===== src/rtl/core/cle_pkg.sv =====
package cle_pkg;

    // Character codes handled by the editor.
    localparam logic [7:0] CH_BS    = 8'd8;
    localparam logic [7:0] CH_LF    = 8'd10;
    localparam logic [7:0] CH_CR    = 8'd13;
    localparam logic [7:0] CH_SPACE = 8'd32;
    localparam logic [7:0] CH_DEL   = 8'd127;

    // Input opcodes.
    localparam logic OP_RX   = 1'b0;
    localparam logic OP_READ = 1'b1;

    // Result kinds.
    localparam logic KIND_ECHO = 1'b0;
    localparam logic KIND_READ = 1'b1;

    // Backspace echo sequence positions.
    localparam logic [1:0] STEP_FIRST = 2'd0;
    localparam logic [1:0] STEP_SPACE = 2'd1;
    localparam logic [1:0] STEP_FINAL = 2'd2;

    // One decoded item on its way to the output sequencer.
    typedef struct packed {
        logic [7:0] data;
        logic       is_read;
        logic       hit;
        logic       done;
        logic       bs;
        logic [7:0] len;
    } t_cmd;

endpackage


===== src/rtl/core/cle_store.sv =====
module cle_store #(
    parameter int DEPTH = 256,
    parameter int AW    = 8
) (
    input  logic          i_clk,
    input  logic          i_wr_en,
    input  logic [AW-1:0] i_wr_addr,
    input  logic [7:0]    i_wr_data,
    input  logic          i_rd_en,
    input  logic [AW-1:0] i_rd_addr,
    output logic [7:0]    o_rd_data
);

    logic [7:0] r_mem [DEPTH];
    logic [7:0] r_q;

    always_ff @(posedge i_clk) begin
        if (i_wr_en) begin
            r_mem[i_wr_addr] <= i_wr_data;
        end
    end

    // Read data is held until the next read, so a waiting read result stays put.
    always_ff @(posedge i_clk) begin
        if (i_rd_en) begin
            r_q <= r_mem[i_rd_addr];
        end
    end

    assign o_rd_data = r_q;

endmodule


===== src/rtl/core/cle_edit.sv =====
module cle_edit #(
    parameter int LINE_DEPTH = 256,
    parameter int CW         = 8
) (
    input  logic          i_clk,
    input  logic          i_rst_n,
    input  logic          i_accept,
    input  logic          i_opcode,
    input  logic [7:0]    i_rx_byte,
    input  logic [7:0]    i_read_index,
    input  logic          i_cfg_we,
    input  logic [8:0]    i_cfg_wdata,
    output logic          o_emit,
    output cle_pkg::t_cmd o_cmd,
    output logic          o_wr_en,
    output logic [CW-1:0] o_wr_addr,
    output logic          o_rd_en,
    output logic [CW-1:0] o_rd_addr
);
    import cle_pkg::*;

    localparam int IW = (CW > 8) ? CW : 8;
    localparam int LW = (CW + 1 > 9) ? CW + 1 : 9;

    logic [CW-1:0] r_fill, n_fill;
    logic          r_closed, n_closed;
    logic [CW-1:0] r_cap, n_cap;
    logic [CW-1:0] base;
    logic [IW-1:0] idx_w, fill_w, nfill_w;
    logic [LW-1:0] wd;
    logic          printable;

    // The character limit is clamped once, when the register is written.
    always_comb begin
        wd = LW'(i_cfg_wdata);
        if (wd < LW'(2)) begin
            n_cap = CW'(1);
        end else if (wd > LW'(LINE_DEPTH)) begin
            n_cap = CW'(LINE_DEPTH - 1);
        end else begin
            n_cap = CW'(wd - LW'(1));
        end
    end

    always_comb begin
        base      = r_closed ? '0 : r_fill;
        idx_w     = IW'(i_read_index);
        fill_w    = IW'(r_fill);
        printable = (i_rx_byte >= CH_SPACE) && (i_rx_byte < CH_DEL);
        n_fill    = r_fill;
        n_closed  = r_closed;
        o_emit    = 1'b0;
        o_cmd     = '0;
        o_wr_en   = 1'b0;
        o_rd_en   = 1'b0;
        o_rd_addr = idx_w[CW-1:0];
        o_wr_addr = base;
        if (i_opcode == OP_READ) begin
            o_emit      = 1'b1;
            o_cmd.is_read = 1'b1;
            o_cmd.hit   = idx_w < fill_w;
            o_rd_en     = idx_w < fill_w;
        end else begin
            // A received byte after a closed line starts an empty one.
            n_fill   = base;
            n_closed = 1'b0;
            if (i_rx_byte == CH_CR || i_rx_byte == CH_LF) begin
                n_closed   = 1'b1;
                o_emit     = 1'b1;
                o_cmd.data = CH_LF;
                o_cmd.done = 1'b1;
            end else if (i_rx_byte == CH_BS || i_rx_byte == CH_DEL) begin
                if (base != '0) begin
                    n_fill   = base - CW'(1);
                    o_emit   = 1'b1;
                    o_cmd.bs = 1'b1;
                end
            end else if (printable) begin
                if (base < r_cap) begin
                    o_wr_en    = 1'b1;
                    n_fill     = base + CW'(1);
                    n_closed   = (base + CW'(1)) == r_cap;
                    o_emit     = 1'b1;
                    o_cmd.data = i_rx_byte;
                    o_cmd.done = (base + CW'(1)) == r_cap;
                end
            end
        end
        nfill_w   = IW'(n_fill);
        o_cmd.len = nfill_w[7:0];
    end

    always_ff @(posedge i_clk) begin
        if (!i_rst_n) begin
            r_fill   <= '0;
            r_closed <= 1'b0;
            r_cap    <= CW'(((LINE_DEPTH < 256) ? LINE_DEPTH : 256) - 1);
        end else begin
            if (i_accept) begin
                r_fill   <= n_fill;
                r_closed <= n_closed;
            end
            if (i_cfg_we) begin
                r_cap <= n_cap;
            end
        end
    end

    // The limit never drops below one character.
    a_cap_nonzero: assert property (@(posedge i_clk) disable iff (!i_rst_n)
        r_cap != '0)
        else $error("character limit is zero");

endmodule


===== src/rtl/core/cle_out.sv =====
module cle_out (
    input  logic          i_clk,
    input  logic          i_rst_n,
    input  logic          i_load,
    input  cle_pkg::t_cmd i_cmd,
    input  logic [7:0]    i_rd_data,
    output logic          o_ready,
    output logic          o_valid,
    input  logic          i_out_ready,
    output logic [7:0]    o_out_byte,
    output logic          o_byte_kind,
    output logic          o_line_done,
    output logic [7:0]    o_line_length,
    output logic          o_last
);
    import cle_pkg::*;

    // Stage A holds the decoded item; stage B sends its one or three words.
    logic       r_a_valid;
    t_cmd       r_a;
    logic       r_b_valid;
    logic [7:0] r_b_data;
    logic       r_b_kind;
    logic       r_b_done;
    logic       r_b_bs;
    logic [7:0] r_b_len;
    logic [1:0] r_b_step;
    logic       b_free;
    logic       move;
    logic       b_last;
    logic [7:0] a_data;

    assign b_last  = !r_b_bs || (r_b_step == STEP_FINAL);
    assign b_free  = !r_b_valid || (i_out_ready && b_last);
    assign move    = r_a_valid && b_free;
    // Stage A can take a new item in the cycle its current one moves on.
    assign o_ready = !r_a_valid || b_free;

    // Read data is ready from the store in the cycle the item sits in stage A.
    always_comb begin
        if (r_a.is_read) begin
            a_data = r_a.hit ? i_rd_data : 8'd0;
        end else begin
            a_data = r_a.data;
        end
    end

    always_ff @(posedge i_clk) begin
        if (!i_rst_n) begin
            r_a_valid <= 1'b0;
        end else if (i_load) begin
            r_a_valid <= 1'b1;
        end else if (move) begin
            r_a_valid <= 1'b0;
        end
    end

    always_ff @(posedge i_clk) begin
        if (i_load) begin
            r_a <= i_cmd;
        end
    end

    always_ff @(posedge i_clk) begin
        if (!i_rst_n) begin
            r_b_valid <= 1'b0;
            r_b_step  <= STEP_FIRST;
        end else if (move) begin
            r_b_valid <= 1'b1;
            r_b_step  <= STEP_FIRST;
        end else if (r_b_valid && i_out_ready) begin
            if (b_last) begin
                r_b_valid <= 1'b0;
            end else begin
                r_b_step <= r_b_step + 2'd1;
            end
        end
    end

    always_ff @(posedge i_clk) begin
        if (move) begin
            r_b_data <= a_data;
            r_b_kind <= r_a.is_read ? KIND_READ : KIND_ECHO;
            r_b_done <= r_a.done;
            r_b_bs   <= r_a.bs;
            r_b_len  <= r_a.len;
        end
    end

    always_comb begin
        if (r_b_bs) begin
            o_out_byte = (r_b_step == STEP_SPACE) ? CH_SPACE : CH_BS;
        end else begin
            o_out_byte = r_b_data;
        end
    end

    assign o_valid       = r_b_valid;
    assign o_byte_kind   = r_b_kind;
    assign o_line_done   = r_b_done;
    assign o_line_length = r_b_len;
    assign o_last        = b_last;

    a_step_range: assert property (@(posedge i_clk) disable iff (!i_rst_n)
        r_b_valid |-> (r_b_step == STEP_FIRST || r_b_step == STEP_SPACE
                       || r_b_step == STEP_FINAL) && (r_b_bs || r_b_step == STEP_FIRST))
        else $error("echo step out of range");

    a_read_single: assert property (@(posedge i_clk) disable iff (!i_rst_n)
        r_b_valid && r_b_kind == KIND_READ |-> !r_b_bs && !r_b_done)
        else $error("read result is not a single plain word");

    a_hold_a: assert property (@(posedge i_clk) disable iff (!i_rst_n)
        r_a_valid && !b_free |=> r_a_valid && $stable(r_a))
        else $error("pending item lost while output busy");

    a_no_load_full: assert property (@(posedge i_clk) disable iff (!i_rst_n)
        i_load |-> (!r_a_valid || b_free))
        else $error("item loaded over a pending item");

endmodule


===== src/rtl/core/console_line_editor.sv =====
// Console line editor.
// Input channel (i_in_valid / o_in_ready) takes one word per item: an opcode,
// a received byte and a read index. A printable byte is stored in the line
// and echoed, backspace or DEL erases the last character and echoes three
// words, and CR or LF echoes LF and closes the line. A read item returns
// one stored byte, or zero at or past the current length.
// Output channel (o_out_valid / i_out_ready) delivers the result words in
// order; o_last marks the final word of each item.
// i_cfg_we / i_cfg_wdata write the line_limit register; the user must do so
// only while the block is idle (not enforced); it takes effect at once.
// An accepted item passes through stage A and the output register. Items
// with a single result word are accepted every cycle while the receiver
// keeps up; a backspace holds the output register for its three words. While
// the output register is busy or stalled, one item waits in a one-entry
// stage ahead of it, and then o_in_ready drops until that item moves on.
// Items that give no result are accepted whenever o_in_ready is high.
// Reset empties the line and sets the limit to its maximum. The line
// store itself is not cleared; only entries below the fill count are read.
module console_line_editor #(
    parameter int LINE_DEPTH = 256
) (
    input  logic       i_clk,
    input  logic       i_rst_n,
    input  logic       i_in_valid,
    output logic       o_in_ready,
    input  logic       i_opcode,
    input  logic [7:0] i_rx_byte,
    input  logic [7:0] i_read_index,
    output logic       o_out_valid,
    input  logic       i_out_ready,
    output logic [7:0] o_out_byte,
    output logic       o_byte_kind,
    output logic       o_line_done,
    output logic [7:0] o_line_length,
    output logic       o_last,
    input  logic       i_cfg_we,
    input  logic [8:0] i_cfg_wdata
);
    import cle_pkg::*;

    localparam int CW = $clog2(LINE_DEPTH);

    logic          accept;
    logic          emit;
    t_cmd          cmd;
    logic          wr_en;
    logic [CW-1:0] wr_addr;
    logic          rd_en;
    logic [CW-1:0] rd_addr;
    logic [7:0]    rd_data;

    assign accept = i_in_valid && o_in_ready;

    cle_edit #(
        .LINE_DEPTH(LINE_DEPTH),
        .CW        (CW)
    ) u_edit (
        .i_clk       (i_clk),
        .i_rst_n     (i_rst_n),
        .i_accept    (accept),
        .i_opcode    (i_opcode),
        .i_rx_byte   (i_rx_byte),
        .i_read_index(i_read_index),
        .i_cfg_we    (i_cfg_we),
        .i_cfg_wdata (i_cfg_wdata),
        .o_emit      (emit),
        .o_cmd       (cmd),
        .o_wr_en     (wr_en),
        .o_wr_addr   (wr_addr),
        .o_rd_en     (rd_en),
        .o_rd_addr   (rd_addr)
    );

    cle_store #(
        .DEPTH(LINE_DEPTH),
        .AW   (CW)
    ) u_store (
        .i_clk    (i_clk),
        .i_wr_en  (wr_en && accept),
        .i_wr_addr(wr_addr),
        .i_wr_data(i_rx_byte),
        .i_rd_en  (rd_en && accept),
        .i_rd_addr(rd_addr),
        .o_rd_data(rd_data)
    );

    cle_out u_out (
        .i_clk        (i_clk),
        .i_rst_n      (i_rst_n),
        .i_load       (emit && accept),
        .i_cmd        (cmd),
        .i_rd_data    (rd_data),
        .o_ready      (o_in_ready),
        .o_valid      (o_out_valid),
        .i_out_ready  (i_out_ready),
        .o_out_byte   (o_out_byte),
        .o_byte_kind  (o_byte_kind),
        .o_line_done  (o_line_done),
        .o_line_length(o_line_length),
        .o_last       (o_last)
    );

endmodule


===== config.mk =====
export PLATFORM = sky130hd
export DESIGN_NAME = console_line_editor
export DESIGN_NICKNAME = d
export VERILOG_FILES = /design/src/rtl/core/cle_pkg.sv /design/src/rtl/core/cle_store.sv /design/src/rtl/core/cle_edit.sv /design/src/rtl/core/cle_out.sv /design/src/rtl/core/console_line_editor.sv
export SDC_FILE = /design/constraint.sdc
export NUM_CORES = 2
export LEC_CHECK = 0
export BUFFER_PORTS_ARGS = -buffer_cell sky130_fd_sc_hd__buf_2
export CAP_MARGIN = 20
export CORE_MARGIN = 10
export CORE_UTILIZATION = 30
export DETAILED_ROUTE_END_ITERATION = 8
export SYNTH_ARGS = -nofsm -noshare
export SYNTH_HDL_FRONTEND = slang
export SYNTH_SLANG_ARGS = --single-unit

===== constraint.sdc =====
create_clock -name i_clk -period 9.2 [get_ports i_clk]
set_input_delay 0.46 -clock i_clk [delete_from_list [all_inputs] [get_ports i_clk]]
set_output_delay 0.46 -clock i_clk [all_outputs]
set_load 0.01 [all_outputs]

Yosys cells after proc, flatten, opt, wreduce, memory -nomap -nowiden --
Memories as Yosys holds them, arrays and structs flattened. A register that Yosys moved wholly into a read port is not among the register bits. Index checks and enable logic that the tools add are counted.
Storage, ports and cells: RAM bits 2048, memories 1, input bits 31, output and inout port bits 21, register bits after elaboration 60
Memories:
- u_store.r_mem | words 256, bits a word 8, read ports 1, clocked after Yosys merged registers in 1, write ports 1, RTL line cle_store.sv:14 | logic [7:0] r_mem [DEPTH];
Cells by class: eq/ne operators 7, magnitude comparators 6, mux-type cells 40, reduce and logical (&&, ||, !) cells 26, $add $sub $neg 4, bitwise operators 6
Operators by type and width (number):
- 8-bit two-way mux | 12
- 8-bit by 4-bit == test with 1-bit output (second input constant) | 3
- 1-bit two-way mux | 22
- 8-bit < comparator | 2
- 4-bit two-way mux | 4
- 8-bit by 1-bit subtractor with 8-bit output (second input constant) | 2
- 9-bit > comparator (second input constant) | 1
- 9-bit by 2-bit < comparator with 1-bit output (second input constant) | 1
- 8-bit by 1-bit adder with 8-bit output (second input constant) | 1
- 8-bit by 7-bit == test with 1-bit output (second input constant) | 1
- 8-bit == test | 1
- 8-bit by 6-bit >= comparator with 1-bit output (second input constant) | 1
- 1-bit logical AND | 8
- 8-bit by 7-bit < comparator with 1-bit output (second input constant) | 1
- 8-bit nonzero test | 1
- 6-bit two-way mux | 1
- 1-bit NOT | 6
- 2-bit AND reduction | 3
- 2-bit nonzero test | 3
- 1-bit logical OR | 5
- 5-bit OR reduction | 1
- 1-bit zero test | 3
- 3-bit OR reduction | 1
- 2-bit by 1-bit adder with 2-bit output (second input constant) | 1
- 4 further kinds | 4

Logic depth before layout (Yosys ltp) --
word-level depth 10, gate-level depth with buffers 12

By module --
From an unflattened synthesis, not the netlist that was laid out.
Second synthesis, totals: cell total of the unflattened synthesis 4139, area, all modules 83498.8 sq um
By module, submodules not included:
- cle_store | instances 1, cells each 3733, area an instance 79636.4 sq um, seq. area each 61739.2 sq um
- cle_edit | instances 1, cells each 302, area an instance 2237.1 sq um, seq. area each 340.3 sq um
- cle_out | instances 1, cells each 100, area an instance 1599.0 sq um, seq. area each 1251.2 sq um
- console_line_editor | instances 1, cells each 4, area an instance 26.3 sq um, seq. area each 0.0 sq um

Worst setup path before layout --
OpenSTA, ideal clock, no wires.
path kind input to register, start point in i_read_index[0], end point reg u_store.r_q[0] (netlist: u_store.o_rd_data[0]) (read register of u_store.r_mem) (enable), setup slack 5.832 ns, path buffers 3, cell stages on the path 10, required time 8.781 ns, arrival 2.949 ns, cell sequence buf_6 buf_12 buf_6 nand2b_1 a21oi_1 nor2b_1 o21ai_0 a21oi_1 o211a_1 a2111oi_0
Between the ends: cells in the longest elaborated chain, start to end 3
RTL lines:
- start, declared | RTL line console_line_editor.sv:28 | input logic [7:0] i_read_index,
- 8-bit < comparator | RTL line cle_edit.sv:62 | o_rd_en = idx_w < fill_w;
- 1-bit two-way mux | RTL line cle_edit.sv:58 | if (i_opcode == OP_READ) begin
- 1-bit logical AND | RTL line console_line_editor.sv:82 | .i_rd_en (rd_en && accept),
- named net u_store.i_rd_en | RTL line cle_store.sv:9 | input logic i_rd_en,
- end, declared | RTL line cle_store.sv:15 | logic [7:0] r_q;
The timed path passes the listed nets, and every way through them passes these cells. A chain may end at the register's enable or synchronous reset.

Final worst setup path --
start point reg u_edit.r_closed, end point mem u_store.r_mem[208][6] (enable)
Between the ends: cells in the longest elaborated chain, start to end 10
RTL lines:
- start, declared | RTL line cle_edit.sv:26 | logic r_closed, n_closed;
- start signal, assigned | RTL line cle_edit.sv:101 | r_closed <= n_closed;
- 8-bit two-way mux * | RTL line cle_edit.sv:46 | base = r_closed ? '0 : r_fill;
- 8-bit < comparator | RTL line cle_edit.sv:79 | if (base < r_cap) begin
- 1-bit two-way mux | RTL line cle_edit.sv:79
- 1-bit two-way mux | RTL line cle_edit.sv:78 | end else if (printable) begin
- 1-bit two-way mux | RTL line cle_edit.sv:72 | end else if (i_rx_byte == CH_BS || i_rx_byte == CH_DEL) begin
- 1-bit two-way mux | RTL line cle_edit.sv:67 | if (i_rx_byte == CH_CR || i_rx_byte == CH_LF) begin
- 1-bit two-way mux | RTL line cle_edit.sv:58
- 1-bit logical AND | RTL line console_line_editor.sv:79 | .i_wr_en (wr_en && accept),
- 1-bit two-way mux | RTL line cle_store.sv:18 | if (i_wr_en) begin
- 1-bit two-way mux (not written as such) | RTL line cle_store.sv:19 | r_mem[i_wr_addr] <= i_wr_data;
- end, declared | RTL line cle_store.sv:14
Mark *: on every way between the ends. The rest lies on a longest branch, timed or not.

==> out/metrics.csv <==
metric,value,unit
status,"complete, no violations",
syn_nets,4117,
cts_resized,0,
ys_top_cells_by_count,"edfxtp_1 (2095), mux4_2 (478), nor2_1 (300)",
drive_gt1_frac,0.2182,
setup_violations,0,
ios,52,
final.setup_skew,38.13,ps
numCtsBuffers,206,
crit_top_cell,nor2_1,
coreArea,276000,sq um
cts-root-buf,clkbuf_16,
drc,0,
postCtsSetupRepairBufs,0,
cts_buffer_depth,3,
htree_levels,4,
endpoint_kind,flop,
cts_sinks,2116,
crit_chain,"nor2_1, ha_1, a211oi_1, o211ai_1, a31o_1, a21o_1, nor2_4, nand4_4, buf_4, nor2_1",
wl,215200,um
cap_viol_max_count,0,
die_area,298100,sq um
hold_class,primary input to flop,
clk_latency,840,ps
place_area,87290,sq um
die_h,546.0,um
slowest_stage,nor2_1,
fmax,214.3,MHz
crit_path_max_incr_delay,890,ps
yosysSeqAreaShare,0.7630,
grt_usage,0.1393,
yosys.area.top_type,edfxtp_1,
design_area,94210,sq um
synth-edff-count,2095,
min_period_over_period,0.5071,
rsz0062_at_grt,no,
netlist.area_leader.share,0.7580,
num-fill-cells,25546,
vdd_drop_max,0.2091,mV
final_cells,8055,
io_buffers,51,
row_count,193,
critical_path_class,flop to flop,
hold_ws,65.59,ps
drt_first_iter_violations,5216,
synthDistinctLibCells,77,
grt_pass1_vias,41430,
tightest_slew,1106,ps
power,20.06,mW
place_congestion,0.9234,
yosysMostFrequentCell,edfxtp_1,
grt_max_degree,141,
antenna_left,0,
syn-mean-instance-area,20.40,sq um
cp_max_fo,64,
placed_cells,7657,
cts_tree,yes,
syn_area,83000,sq um
power.density,212.9,nW/um^2
crit_required,9640,ps
overflow,0,
areaGrowthSynthToFinish,13.51,%
timing.critical_path.buf_inv,1,
async_flop_share,0,
synthTopCellsByArea,"edfxtp_1 (76%), mux4_2 (13%), mux2i_1 (1.5%), nor2_1 (1.4%), o22ai_1 (0.90%)",
yosys_register_bits,2116,
syn_inst,4069,
clk_pin_slew,60,ps
multi_input_area,18260,sq um
drv_slew,0,
cp_top_family,simple AND/OR/NAND/NOR gates,
crit_arrival,5110,ps
grt_pass1_wl,309900,um
die_w,546.0,um
route.vias.total,41356,
slew_headroom,0.2585,
fin_tns_setup,0,ps
drt-wirelength-per-cell,26.72,um
worstSetupStartpointType,flop,
ys_warn_count,0,
viasPerCell,5.134,
start_util,0.3007,
synth_flop_cell,edfxtp_1,
seq_area,63330,sq um
dpl.hpwl,135700,um
p_leak,28.60,nW
antenna_found_initial,8,
period_minus_slack,4666,ps
finalHoldViolCount,0,
first_pass_iters,5,
fin_nets,4224,
final timing paths:
check | startpoint | to | slack [ps] | depth (start not counted)
worst max-delay path | u_edit.r_closed$_SDFFE_PN0P_ | u_store.r_mem[208][6]$_DFFE_PP_ | 4530 | 10
worst min-delay path | i_cfg_wdata[3] | u_edit.r_cap[3]$_SDFFE_PN1P_ | 70 | 4
worst max register to register | u_edit.r_closed$_SDFFE_PN0P_ | u_store.r_mem[208][6]$_DFFE_PP_ | 4530 | 10
worst min register to register | u_out.r_a[9]$_SDFFCE_PP0P_ | u_out.o_line_done$_DFFE_PP_ | 420 | 0
stage by stage:
step / setup WS, ps / utilization
3_3_place_gp: 4097 / 0.3162
2_1_floorplan: 5832 / -
3_5_place_dp: 4417 / 0.3163
5_1_grt: 4308 / 0.3413
4_1_cts: 4594 / 0.3412
6_report: 4534 / 0.3413
layout by cell type (no fill, tap or decap), types with 15 or more instances in the layout:
| master | count |
|---|---|
| nor3_1 | 39 |
| nor2b_1 | 21 |
| nor2_1 | 298 |
| xnor2_1 | 15 |
| dfxtp_1 | 21 |
| a211oi_1 | 40 |
| mux4_2 | 478 |
| clkbuf_16 | 210 |
| mux2i_1 | 125 |
| or2_2 | 15 |
| clkinv_1 | 46 |
| nand2_1 | 169 |
| buf_2 | 40 |
| o22ai_1 | 120 |
| inv_1 | 30 |
| clkinv_2 | 35 |
| a22oi_1 | 62 |
| bufinv_16 | 24 |
| o21ai_0 | 25 |
| a21oi_1 | 33 |
| ha_1 | 17 |
| a22o_1 | 20 |
| clkbuf_1 | 41 |
| and3_1 | 28 |
| edfxtp_1 | 2095 |
| buf_4 | 60 |
worst reg2reg max path, delay by kind of cell (launching register included):
family	cells	cell delay [ps]
adder cells (fa/ha/maj)	1	380
AND/OR/NAND/NOR	4	1850
flip-flops	1	780
AO/OA/AOI/OAI	4	920
buffers and inverters	1	340
state kept, by name (all words and copies together) (netlist names), 2 cells and up:
signal / cells
u_store.r_mem: 2048
u_out.r_a: 20
u_edit.fill_w: 8
u_edit.r_cap: 8
u_out.o_line_length: 8
u_out.r_b_data: 8
u_store.o_rd_data: 8
u_out.r_b_step: 2
layer usage:
| metal | up-vias | global-route usage | routed length [um] |
|---|---|---|---|
| met3 | 364 | 0.02817 | 17080 |
| met4 | 2 | 0.04989 | 8314 |
| met2 | 1913 | 0.2208 | 101900 |
| li1 | 17025 | - | - |
| met1 | 22052 | 0.1903 | 87880 |
| met5 | - | 0 | 13 |
what timing repair did:
action,CTS,global route
endpoints found under the hold margin,51,0
hold buffers,14,0
endpoints found under the setup margin,0,0
power by group:
| part | total (mW) | internal, mW | switching [mW] |
|---|---|---|---|
| Clock | 8.46 | 4.86 | 3.60 |
| Sequential | 10.6 | 10.6 | 0.0181 |
| Combinational | 0.968 | 0.327 | 0.641 |
| Total | 20.1 | 15.8 | 4.26 |
cells by family after synthesis:
| logic type | Yosys count | share of synthesized area |
|---|---|---|
| AO/OA/AOI/OAI | 371 | 0.03185 |
| XOR/XNOR | 23 | 0.002518 |
| buffers and inverters | 269 | 0.01809 |
| adder cells (fa/ha/maj) | 17 | 0.002563 |
| AND/OR/NAND/NOR | 667 | 0.03684 |
| other | 1 | 0.00004518 |
| flip-flops | 2116 | 0.7630 |
| multiplexers | 605 | 0.1451 |
final cells by class:
cell class	count	area share
clock buffers	252	0.05756
multi-input cells	1684	0.1938
clock inverters	124	0.01393
diodes	6	0.0001594
flip-flops and latches	2116	0.6722
well taps	3705	0.04920
repair buffers	133	0.01177
inverters	35	0.001394
No activity file was read; power rests on OpenSTA's default activity.
